## config.mk

```make
export PLATFORM = sky130hd
export DESIGN_NAME = art_ctrl
export DESIGN_NICKNAME = d
export VERILOG_FILES = /design/src/rtl/art_pkg.sv /design/src/rtl/art_ctrl.sv
export SDC_FILE = /design/constraint.sdc
export NUM_CORES = 1
export LEC_CHECK = 0
export ABC_AREA = 1
export BUFFER_PORTS_ARGS = -buffer_cell sky130_fd_sc_hd__buf_2
export CAP_MARGIN = 15
export CORE_MARGIN = 4
export CORE_UTILIZATION = 30
export CTS_CLUSTER_SIZE = 25
export DETAILED_ROUTE_END_ITERATION = 8
export PLACE_DENSITY = 0.52
export SETUP_SLACK_MARGIN = 0.02
export SYNTH_ARGS = -nofsm -noshare
export SYNTH_HDL_FRONTEND = slang
export SYNTH_SLANG_ARGS = --single-unit
```

## constraint.sdc

```tcl
create_clock -name clk -period 4.4 [get_ports clk]
set_clock_uncertainty 0.05 [all_clocks]
set_input_delay 0.66 -clock clk [delete_from_list [all_inputs] [get_ports clk]]
set_output_delay 0.66 -clock clk [all_outputs]
set_load 0.02 [all_outputs]
```

## src/rtl/art_pkg.sv

```systemverilog
// Shared types and constants for the address range table.
// Used by every module of the block except art_ram; depends on nothing.
`default_nettype none

package art_pkg;

	localparam int TABLE_DEPTH = 64;
	localparam int IDX_W = $clog2(TABLE_DEPTH);
	localparam int CNT_W = $clog2(TABLE_DEPTH + 1);
	localparam int PADDR_W = 5;

	localparam logic [1:0] CMD_ADD = 2'd0;
	localparam logic [1:0] CMD_REMOVE = 2'd1;
	localparam logic [1:0] CMD_LOOKUP = 2'd2;
	localparam logic [1:0] CMD_RESERVED = 2'd3;

	localparam logic [1:0] ST_OK = 2'd0;
	localparam logic [1:0] ST_INVALID = 2'd1;
	localparam logic [1:0] ST_UNSUP = 2'd2;

	localparam logic [1:0] KIND_NONE = 2'd0;
	localparam logic [1:0] KIND_MATCH = 2'd1;
	localparam logic [1:0] KIND_CROSS = 2'd2;

	localparam logic [3:0] RIGHTS_VALID = 4'd3;
	localparam logic [3:0] CACHE_NONE = 4'd0;
	localparam logic [1:0] MODE_TIMING = 2'd0;
	localparam logic [1:0] MODE_CAPACITY = 2'd1;

	localparam logic [1:0] REG_ENABLE = 2'd0;
	localparam logic [1:0] REG_PAGE = 2'd1;
	localparam logic [1:0] REG_CAPACITY = 2'd2;

	typedef struct packed {
		logic [1:0]  cmd;
		logic [63:0] address;
		logic [63:0] size_bytes;
		logic [1:0]  range_mode;
		logic [3:0]  access_rights;
		logic [3:0]  cache_kind;
		logic [31:0] stream_tag;
	} req_t;

	typedef struct packed {
		logic [1:0]  status;
		logic [1:0]  lookup_kind;
		logic [63:0] hit_base;
		logic [63:0] hit_length;
		logic [63:0] hit_offset;
		logic [31:0] hit_id;
		logic        hit_mode;
		logic [1:0]  hit_rights;
		logic [31:0] hit_stream;
		logic [6:0]  entries_in_use;
	} rsp_t;

	typedef struct packed {
		logic [63:0] base;
		logic [63:0] length;
		logic [63:0] offset;
		logic [31:0] id;
		logic        mode;
		logic [1:0]  rights;
		logic [31:0] stream;
	} entry_t;

	typedef struct packed {
		logic        enabled;
		logic [31:0] page_size;
		logic [63:0] capacity;
	} cfg_t;

	typedef enum logic [4:0] {
		OP_NOP, OP_LOAD, OP_PREP, OP_REM, OP_EXT, OP_CAP, OP_SRD, OP_SCMP,
		OP_LRD, OP_LCHK, OP_NLRD, OP_NLCHK, OP_NHRD, OP_NHCHK, OP_SH_RD,
		OP_SH_WR, OP_INS, OP_RRD, OP_RCHK, OP_DONE
	} dp_op_t;

	typedef struct packed {
		logic fin;
		logic rem_last;
		logic srch_done;
		logic sh_done;
		logic is_add;
		logic is_lookup;
		logic out_free;
	} dp_st_t;

endpackage

`default_nettype wire

```

## src/rtl/art_ctrl.sv

```systemverilog
// Sequencer for the range table: steps the datapath through checks,
// binary search, entry shifting and result hand-off. Depends on art_pkg.
`default_nettype none

module art_ctrl (
	input  wire logic            clk,
	input  wire logic            arst_n,
	input  wire logic            req_valid,
	output logic                 req_ready,
	input  wire art_pkg::dp_st_t st,
	output art_pkg::dp_op_t      op
);
	import art_pkg::*;

	typedef enum logic [18:0] {
		S_IDLE  = 19'h00001,
		S_PREP  = 19'h00002,
		S_REM   = 19'h00004,
		S_EXT   = 19'h00008,
		S_CAP   = 19'h00010,
		S_SRD   = 19'h00020,
		S_SCMP  = 19'h00040,
		S_LRD   = 19'h00080,
		S_LCHK  = 19'h00100,
		S_NLRD  = 19'h00200,
		S_NLCHK = 19'h00400,
		S_NHRD  = 19'h00800,
		S_NHCHK = 19'h01000,
		S_SHR   = 19'h02000,
		S_SHW   = 19'h04000,
		S_INS   = 19'h08000,
		S_RRD   = 19'h10000,
		S_RCHK  = 19'h20000,
		S_DONE  = 19'h40000
	} state_t;

	state_t state_q, state_d;

	assign req_ready = (state_q == S_IDLE);

	// command decode depends on the state and req_valid only, so datapath status never feeds back into it
	always_comb begin
		unique case (state_q)
			S_IDLE: op = req_valid ? OP_LOAD : OP_NOP;
			S_PREP: op = OP_PREP;
			S_REM: op = OP_REM;
			S_EXT: op = OP_EXT;
			S_CAP: op = OP_CAP;
			S_SRD: op = OP_SRD;
			S_SCMP: op = OP_SCMP;
			S_LRD: op = OP_LRD;
			S_LCHK: op = OP_LCHK;
			S_NLRD: op = OP_NLRD;
			S_NLCHK: op = OP_NLCHK;
			S_NHRD: op = OP_NHRD;
			S_NHCHK: op = OP_NHCHK;
			S_SHR: op = OP_SH_RD;
			S_SHW: op = OP_SH_WR;
			S_INS: op = OP_INS;
			S_RRD: op = OP_RRD;
			S_RCHK: op = OP_RCHK;
			S_DONE: op = OP_DONE;
			default: op = OP_NOP;
		endcase
	end

	always_comb begin
		state_d = state_q;
		unique case (state_q)
			S_IDLE: begin
				if (req_valid) state_d = S_PREP;
			end
			S_PREP: begin
				if (st.fin) state_d = S_DONE;
				else if (st.is_add) state_d = S_REM;
				else state_d = S_SRD;
			end
			S_REM: begin
				if (st.rem_last) state_d = S_EXT;
			end
			S_EXT: state_d = S_CAP;
			S_CAP: state_d = st.fin ? S_DONE : S_SRD;
			S_SRD: begin
				if (!st.srch_done) state_d = S_SCMP;
				else if (st.fin) state_d = S_DONE;
				else if (st.is_lookup) state_d = S_LRD;
				else if (st.is_add) state_d = S_NLRD;
				else state_d = S_RRD;
			end
			S_SCMP: state_d = S_SRD;
			S_LRD: state_d = S_LCHK;
			S_LCHK: state_d = S_DONE;
			S_NLRD: state_d = S_NLCHK;
			S_NLCHK: state_d = st.fin ? S_DONE : S_NHRD;
			S_NHRD: state_d = S_NHCHK;
			S_NHCHK: state_d = st.fin ? S_DONE : S_SHR;
			S_SHR: begin
				if (!st.sh_done) state_d = S_SHW;
				else if (st.is_add) state_d = S_INS;
				else state_d = S_DONE;
			end
			S_SHW: state_d = S_SHR;
			S_INS: state_d = S_DONE;
			S_RRD: state_d = S_RCHK;
			S_RCHK: state_d = st.fin ? S_DONE : S_SHR;
			S_DONE: begin
				if (st.out_free) state_d = S_IDLE;
			end
			default: state_d = S_IDLE;
		endcase
	end

	always_ff @(posedge clk or negedge arst_n) begin
		if (!arst_n) begin
			state_q <= S_IDLE;
		end else begin
			state_q <= state_d;
		end
	end
endmodule

`default_nettype wire

```

-- Word-level counts from Yosys, hierarchy flattened
Cells that the tools add are included.
- $add $sub $neg: 0
- multipliers: 0
- div/mod/pow operators: 0
- $lt $le $gt $ge: 0
- equal/unequal tests: 22
- shift operators: 0
- mux-type cells: 17
- bitwise logic cells: 0
- reductions and logical operators: 3
- operators by type and width (kind ; number):
    one-hot mux 19 bit (17 select lines) ; 1
    two-way mux 19 bit ; 11
    one-hot mux 5 bit (19 select lines) ; 1
    two-way mux 17 bit ; 2
    == test 19 x 1 -> 1 bit, second input constant ; 1
    == test 19 x 10 -> 1 bit, second input constant ; 1
    == test 19 x 11 -> 1 bit, second input constant ; 1
    == test 19 x 12 -> 1 bit, second input constant ; 1
    == test 19 x 13 -> 1 bit, second input constant ; 1
    == test 19 x 14 -> 1 bit, second input constant ; 1
    == test 19 x 15 -> 1 bit, second input constant ; 1
    == test 19 x 16 -> 1 bit, second input constant ; 1
    == test 19 x 17 -> 1 bit, second input constant ; 1
    == test 19 x 18 -> 1 bit, second input constant ; 1
    == test 19 bit, second input constant ; 1
    == test 19 x 2 -> 1 bit, second input constant ; 1
    == test 19 x 3 -> 1 bit, second input constant ; 1
    == test 19 x 4 -> 1 bit, second input constant ; 1
    == test 19 x 5 -> 1 bit, second input constant ; 1
    == test 19 x 6 -> 1 bit, second input constant ; 1
    == test 19 x 7 -> 1 bit, second input constant ; 1
    == test 19 x 8 -> 1 bit, second input constant ; 1
    == test 19 x 9 -> 1 bit, second input constant ; 1
    two-way mux 6 bit ; 1
    4 further kinds ; 7
- bits in registers: 19
- latch bits: 0
- memory bits (writable): 0
- bits in read-only memories: 0
- input bits: 10
- output and inout port bits: 6
- logic and storage cells: 43
- memories: 0

-- Depth between registers and ports, before layout
- word-level depth: 5
- depth in mapped cells: 11
- gate-level depth less buffers: 11

-- Least setup slack after synthesis
Ideal clock, no wire load.
- kind: register to output
- from: register state_q[0]
- to: output port op[0]
- data arrival time: 1.394 ns
- required time: 3.690 ns
- slack: 2.296 ns
- stages on the path, launching flop included: 10
- buffers on the path: 0
- cells stage by stage: dfstp_2 -> nor2_1 -> nand2_2 -> nor2_2 -> nand2_2 -> inv_2 -> nand2_1 -> nand3_1 -> nor3_1 -> nand4_1
- word-level cells in the longest chain between the ends: 2
- elaborated cells between the ends (all ways): 20
- classes of those cells: 19 x eq/ne; 1 x mux
- ends and longest elaborated chain (what ; RTL line ; RTL):
    from (decl) ; art_ctrl.sv:37 ; state_t state_q, state_d;
    from (signal assigned) ; art_ctrl.sv:117 ; state_q <= state_d;
    == test 19 bit, or another cell as far along ; art_ctrl.sv:43 ; unique case (state_q)
    one-hot mux 5 bit (19 select lines) * ; art_ctrl.sv:43 ;
    to (decl) ; art_ctrl.sv:11 ; output art_pkg::dp_op_t op
Mark *: on every way between the ends. The rest lies on a longest branch, timed or not.

-- Final worst setup path
Ends and elaborated chain as after synthesis.

==> results.yml <==
synthesis:
  synth_edf_count: 0
  synth_area_leaders: "dfrtp_1 (33%), nand2_1 (9.0%), inv_1 (7.9%), nor2_1 (6.0%), nor2_8 (5.8%)"
  syn-num-nets: 192
  yosysSeqAreaShare: 0.3460
  ys_types: 27
  synth_area_mm2: 0.001378
  syn-instance-count: 182
  synth_area_leader_cell: "dfrtp_1"
  yosysTopAreaCellShare: 0.3270
  yosysMostFrequentCell: "nand2_1"
  async_flop_share: 1.000
  syn_area_per_cell_um2: 7.569
  ys_seq_elements: 19
  yosys_warnings: 0
  synthTopCellsByCount: "nand2_1 (33), inv_1 (29), nor2_1 (22)"
  synthFlopType: "dfrtp_1"
power_and_ir_drop:
  swShare: 0.4208
  p_int_uw: 352.0
  pwr-share-comb: 0.462
  power_density_mw_per_mm2: 388.6
  pwr-share-clk: 0.205
  peakVddDrop_mv: 0.2359
  total_leakage_power_uw: 0.0008866
  p_sw_uw: 255.7
  power_frac_seq: 0.333
critical_path:
  cpMaxStageDelayCell: "dfstp_2"
  critical_path_class: "flip-flop to output port"
  arrival_ns: 1.85
  crit_path_end_kind: "output port"
  crit_fanout: 7
  r2r_slack_ns: 2.69
  r2r-end: "state_q[3]"
  startpoint_type: "flip-flop"
  r2r-start: "state_q[0]"
  critical_path.cell_chain: "nor2_1 > nand2_2 > nor2_8 > nand3_1 > nand2_1 > nor3_1 > nand4_1 > buf_2"
  reg2reg_depth: 11
  worstPathRequired_ns: 3.69
  critPathMaxStageDelay_ns: 0.55
clock_network:
  cts_tree: "done"
  numCtsBuffers: 3
  cts_root_buf: "clkbuf_8"
  holdBufCountCts: 0
  htreeDepth: 1
  clkTransAtPathRegs_ns: 0.08
  clockBufferDepth: 2
  cts.sinks: 19
  cts_resized: 0
  post_cts_buffers: 0
  clock_latency_ns: 0.26
layout:
  stdcell_area_mm2: 0.001564
  regMostFlops: "state_q"
  antenna_cells: 0
  final_layout_size_suffix_gt1_frac: 0.3035
  largest_reg_flops: 19
  fillerInstances: 473
  syn_to_final_growth_pct: 13.53
  stdcell_count: 253
  reg.largest.list: "state_q: 19 flops"
  final_nets: 212
placed_design:
  dp_worst_setup_slack_ns: 2.134
  place.gp.congestion: 0.8462
  post-dp-hpwl_um: 2673
  placed_cells: 249
  dpl_cell_area_mm2: 0.001518
  port_buffers: 15
die:
  die_x_um: 75.77
  dieArea_mm2: 0.005740
  core_area_mm2: 0.004414
  num_io_pins: 16
  die_h_um: 75.77
  start_util: 0.3121
  num_rows: 24
sta:
  max_slew.worst_pin.slew_ns: 0.4386
  setup_ws_ns: 1.844
  finalCritPeriodShare: 0.5809
  min_period_ns: 2.556
  rsz0062_at_grt: "false"
  setup_viol: 0
  slew_headroom: 0.7076
  drv_slew: 0
  max_freq_mhz: 391.3
  hold_violations: 0
  fin_setup_tns_ns: 0
global_route:
  grt_pass1_vias: 1199
  antenna_found_initial: 0
  grt_overflow_total: 0
  globalRouteTotalUtil: 0.1327
  grt_max_degree: 20
  grt_pass1_wl_um: 5637
run_status:
  outcome: "completed"
hold_path:
  hp-class: "primary input to async pin"
route:
  drt_first_pass_iters: 4
  drc: 0
  wl_per_cell_um: 12.89
  antenna_left: 0
  drt_wl_total_um: 3260
  num_vias: 1187
  drt_iter0_markers: 61
  viasPerCell: 4.692
job:
  maxCapViolCount: 0
cells by family (layout without fill, tap and decap cells):
group / after synthesis / count (layout) / synth area share
AOI/OAI and AO/OA: 8 / 8 / 0.03815
DFF: 19 / 19 / 0.3461
buffers and inverters: 31 / 50 / 0.08447
and+or+nand+nor: 124 / 124 / 0.5313
critical path, delay by kind of cell (launching register included):
family | cells | cell delay [ns]
AND/OR/NAND/NOR | 7 | 0.85
buffers and inverters | 1 | 0.18
flip-flops | 1 | 0.55
cells in the final DEF (no fill, tap or decap):
master and n:
nand2_1 33, a22oi_1 1, nor2_2 12, nor4_1 2
nand2_2 7, nand3_2 3, dfrtp_1 18, inv_1 29
clkinv_2 1, o21ai_1 1, nor2_1 22, nor3_4 1
clkbuf_8 3, o21ai_2 2, buf_2 15, nor3_2 2
a31oi_1 1, dfstp_2 1, nand3b_1 1, nor3_1 11
o22ai_1 1, nand2_4 4, nor2_8 4, o21ai_0 1
and2_4 1, nand4_1 6, a21oi_1 1, nor2_4 3
nand3_1 12, inv_2 2
worst max-delay path by stage:
stage	end	depth (start not counted)	from	slack (ns)
floorplan	op[0]	9	state_q[0]	2.30
global placement	op[0]	8	state_q[4]	2.12
detailed placement	op[0]	8	state_q[4]	2.13
CTS	op[0]	8	state_q[4]	1.84
global route	op[0]	8	state_q[7]	1.68
finish	op[0]	8	state_q[0]	1.84
through the flow:
stage	hold slack, ns	utilization	total power [uW]
2_1_floorplan	0.3144	-	427.8
3_3_place_gp	0.4673	0.3438	488.3
3_5_place_dp	0.4644	0.3438	489.2
4_1_cts	0.3047	0.3543	615.8
5_1_grt	0.3320	0.3543	656.3
6_report	0.2851	0.3543	607.7
power groups by stage:
stage                     logic, uW  clock network, uW  registers (uW)
final                           281                124             203
after CTS                       283                130             203
after global placement          283                  0             205
after floorplan                 225                  0             203
after detailed placement        283                  0             206
after global routing            315                138             204
layout make-up:
type / instances / area [um2] / share of cell area
Inverter: 31 / 116.4 / 0.07440
Clock inverter: 1 / 5.005 / 0.003200
Clock buffer: 3 / 41.29 / 0.02640
Tap cell: 52 / 65.06 / 0.04160
Sequential cell: 19 / 476.7 / 0.3048
Multi-Input combinational cell: 132 / 784.5 / 0.5016
Timing Repair Buffer: 15 / 75.07 / 0.04800
routing by layer:
metal / vias up / track usage / part of all wire
li1: 619 / - / -
met1: 545 / 0.1769 / 0.47
met2: 17 / 0.2186 / 0.47
met3: 6 / 0.02111 / 0.034
met4: 0 / 0.04272 / 0.020
met5: - / 0 / 0
Power figures use the tool's default switching activity.
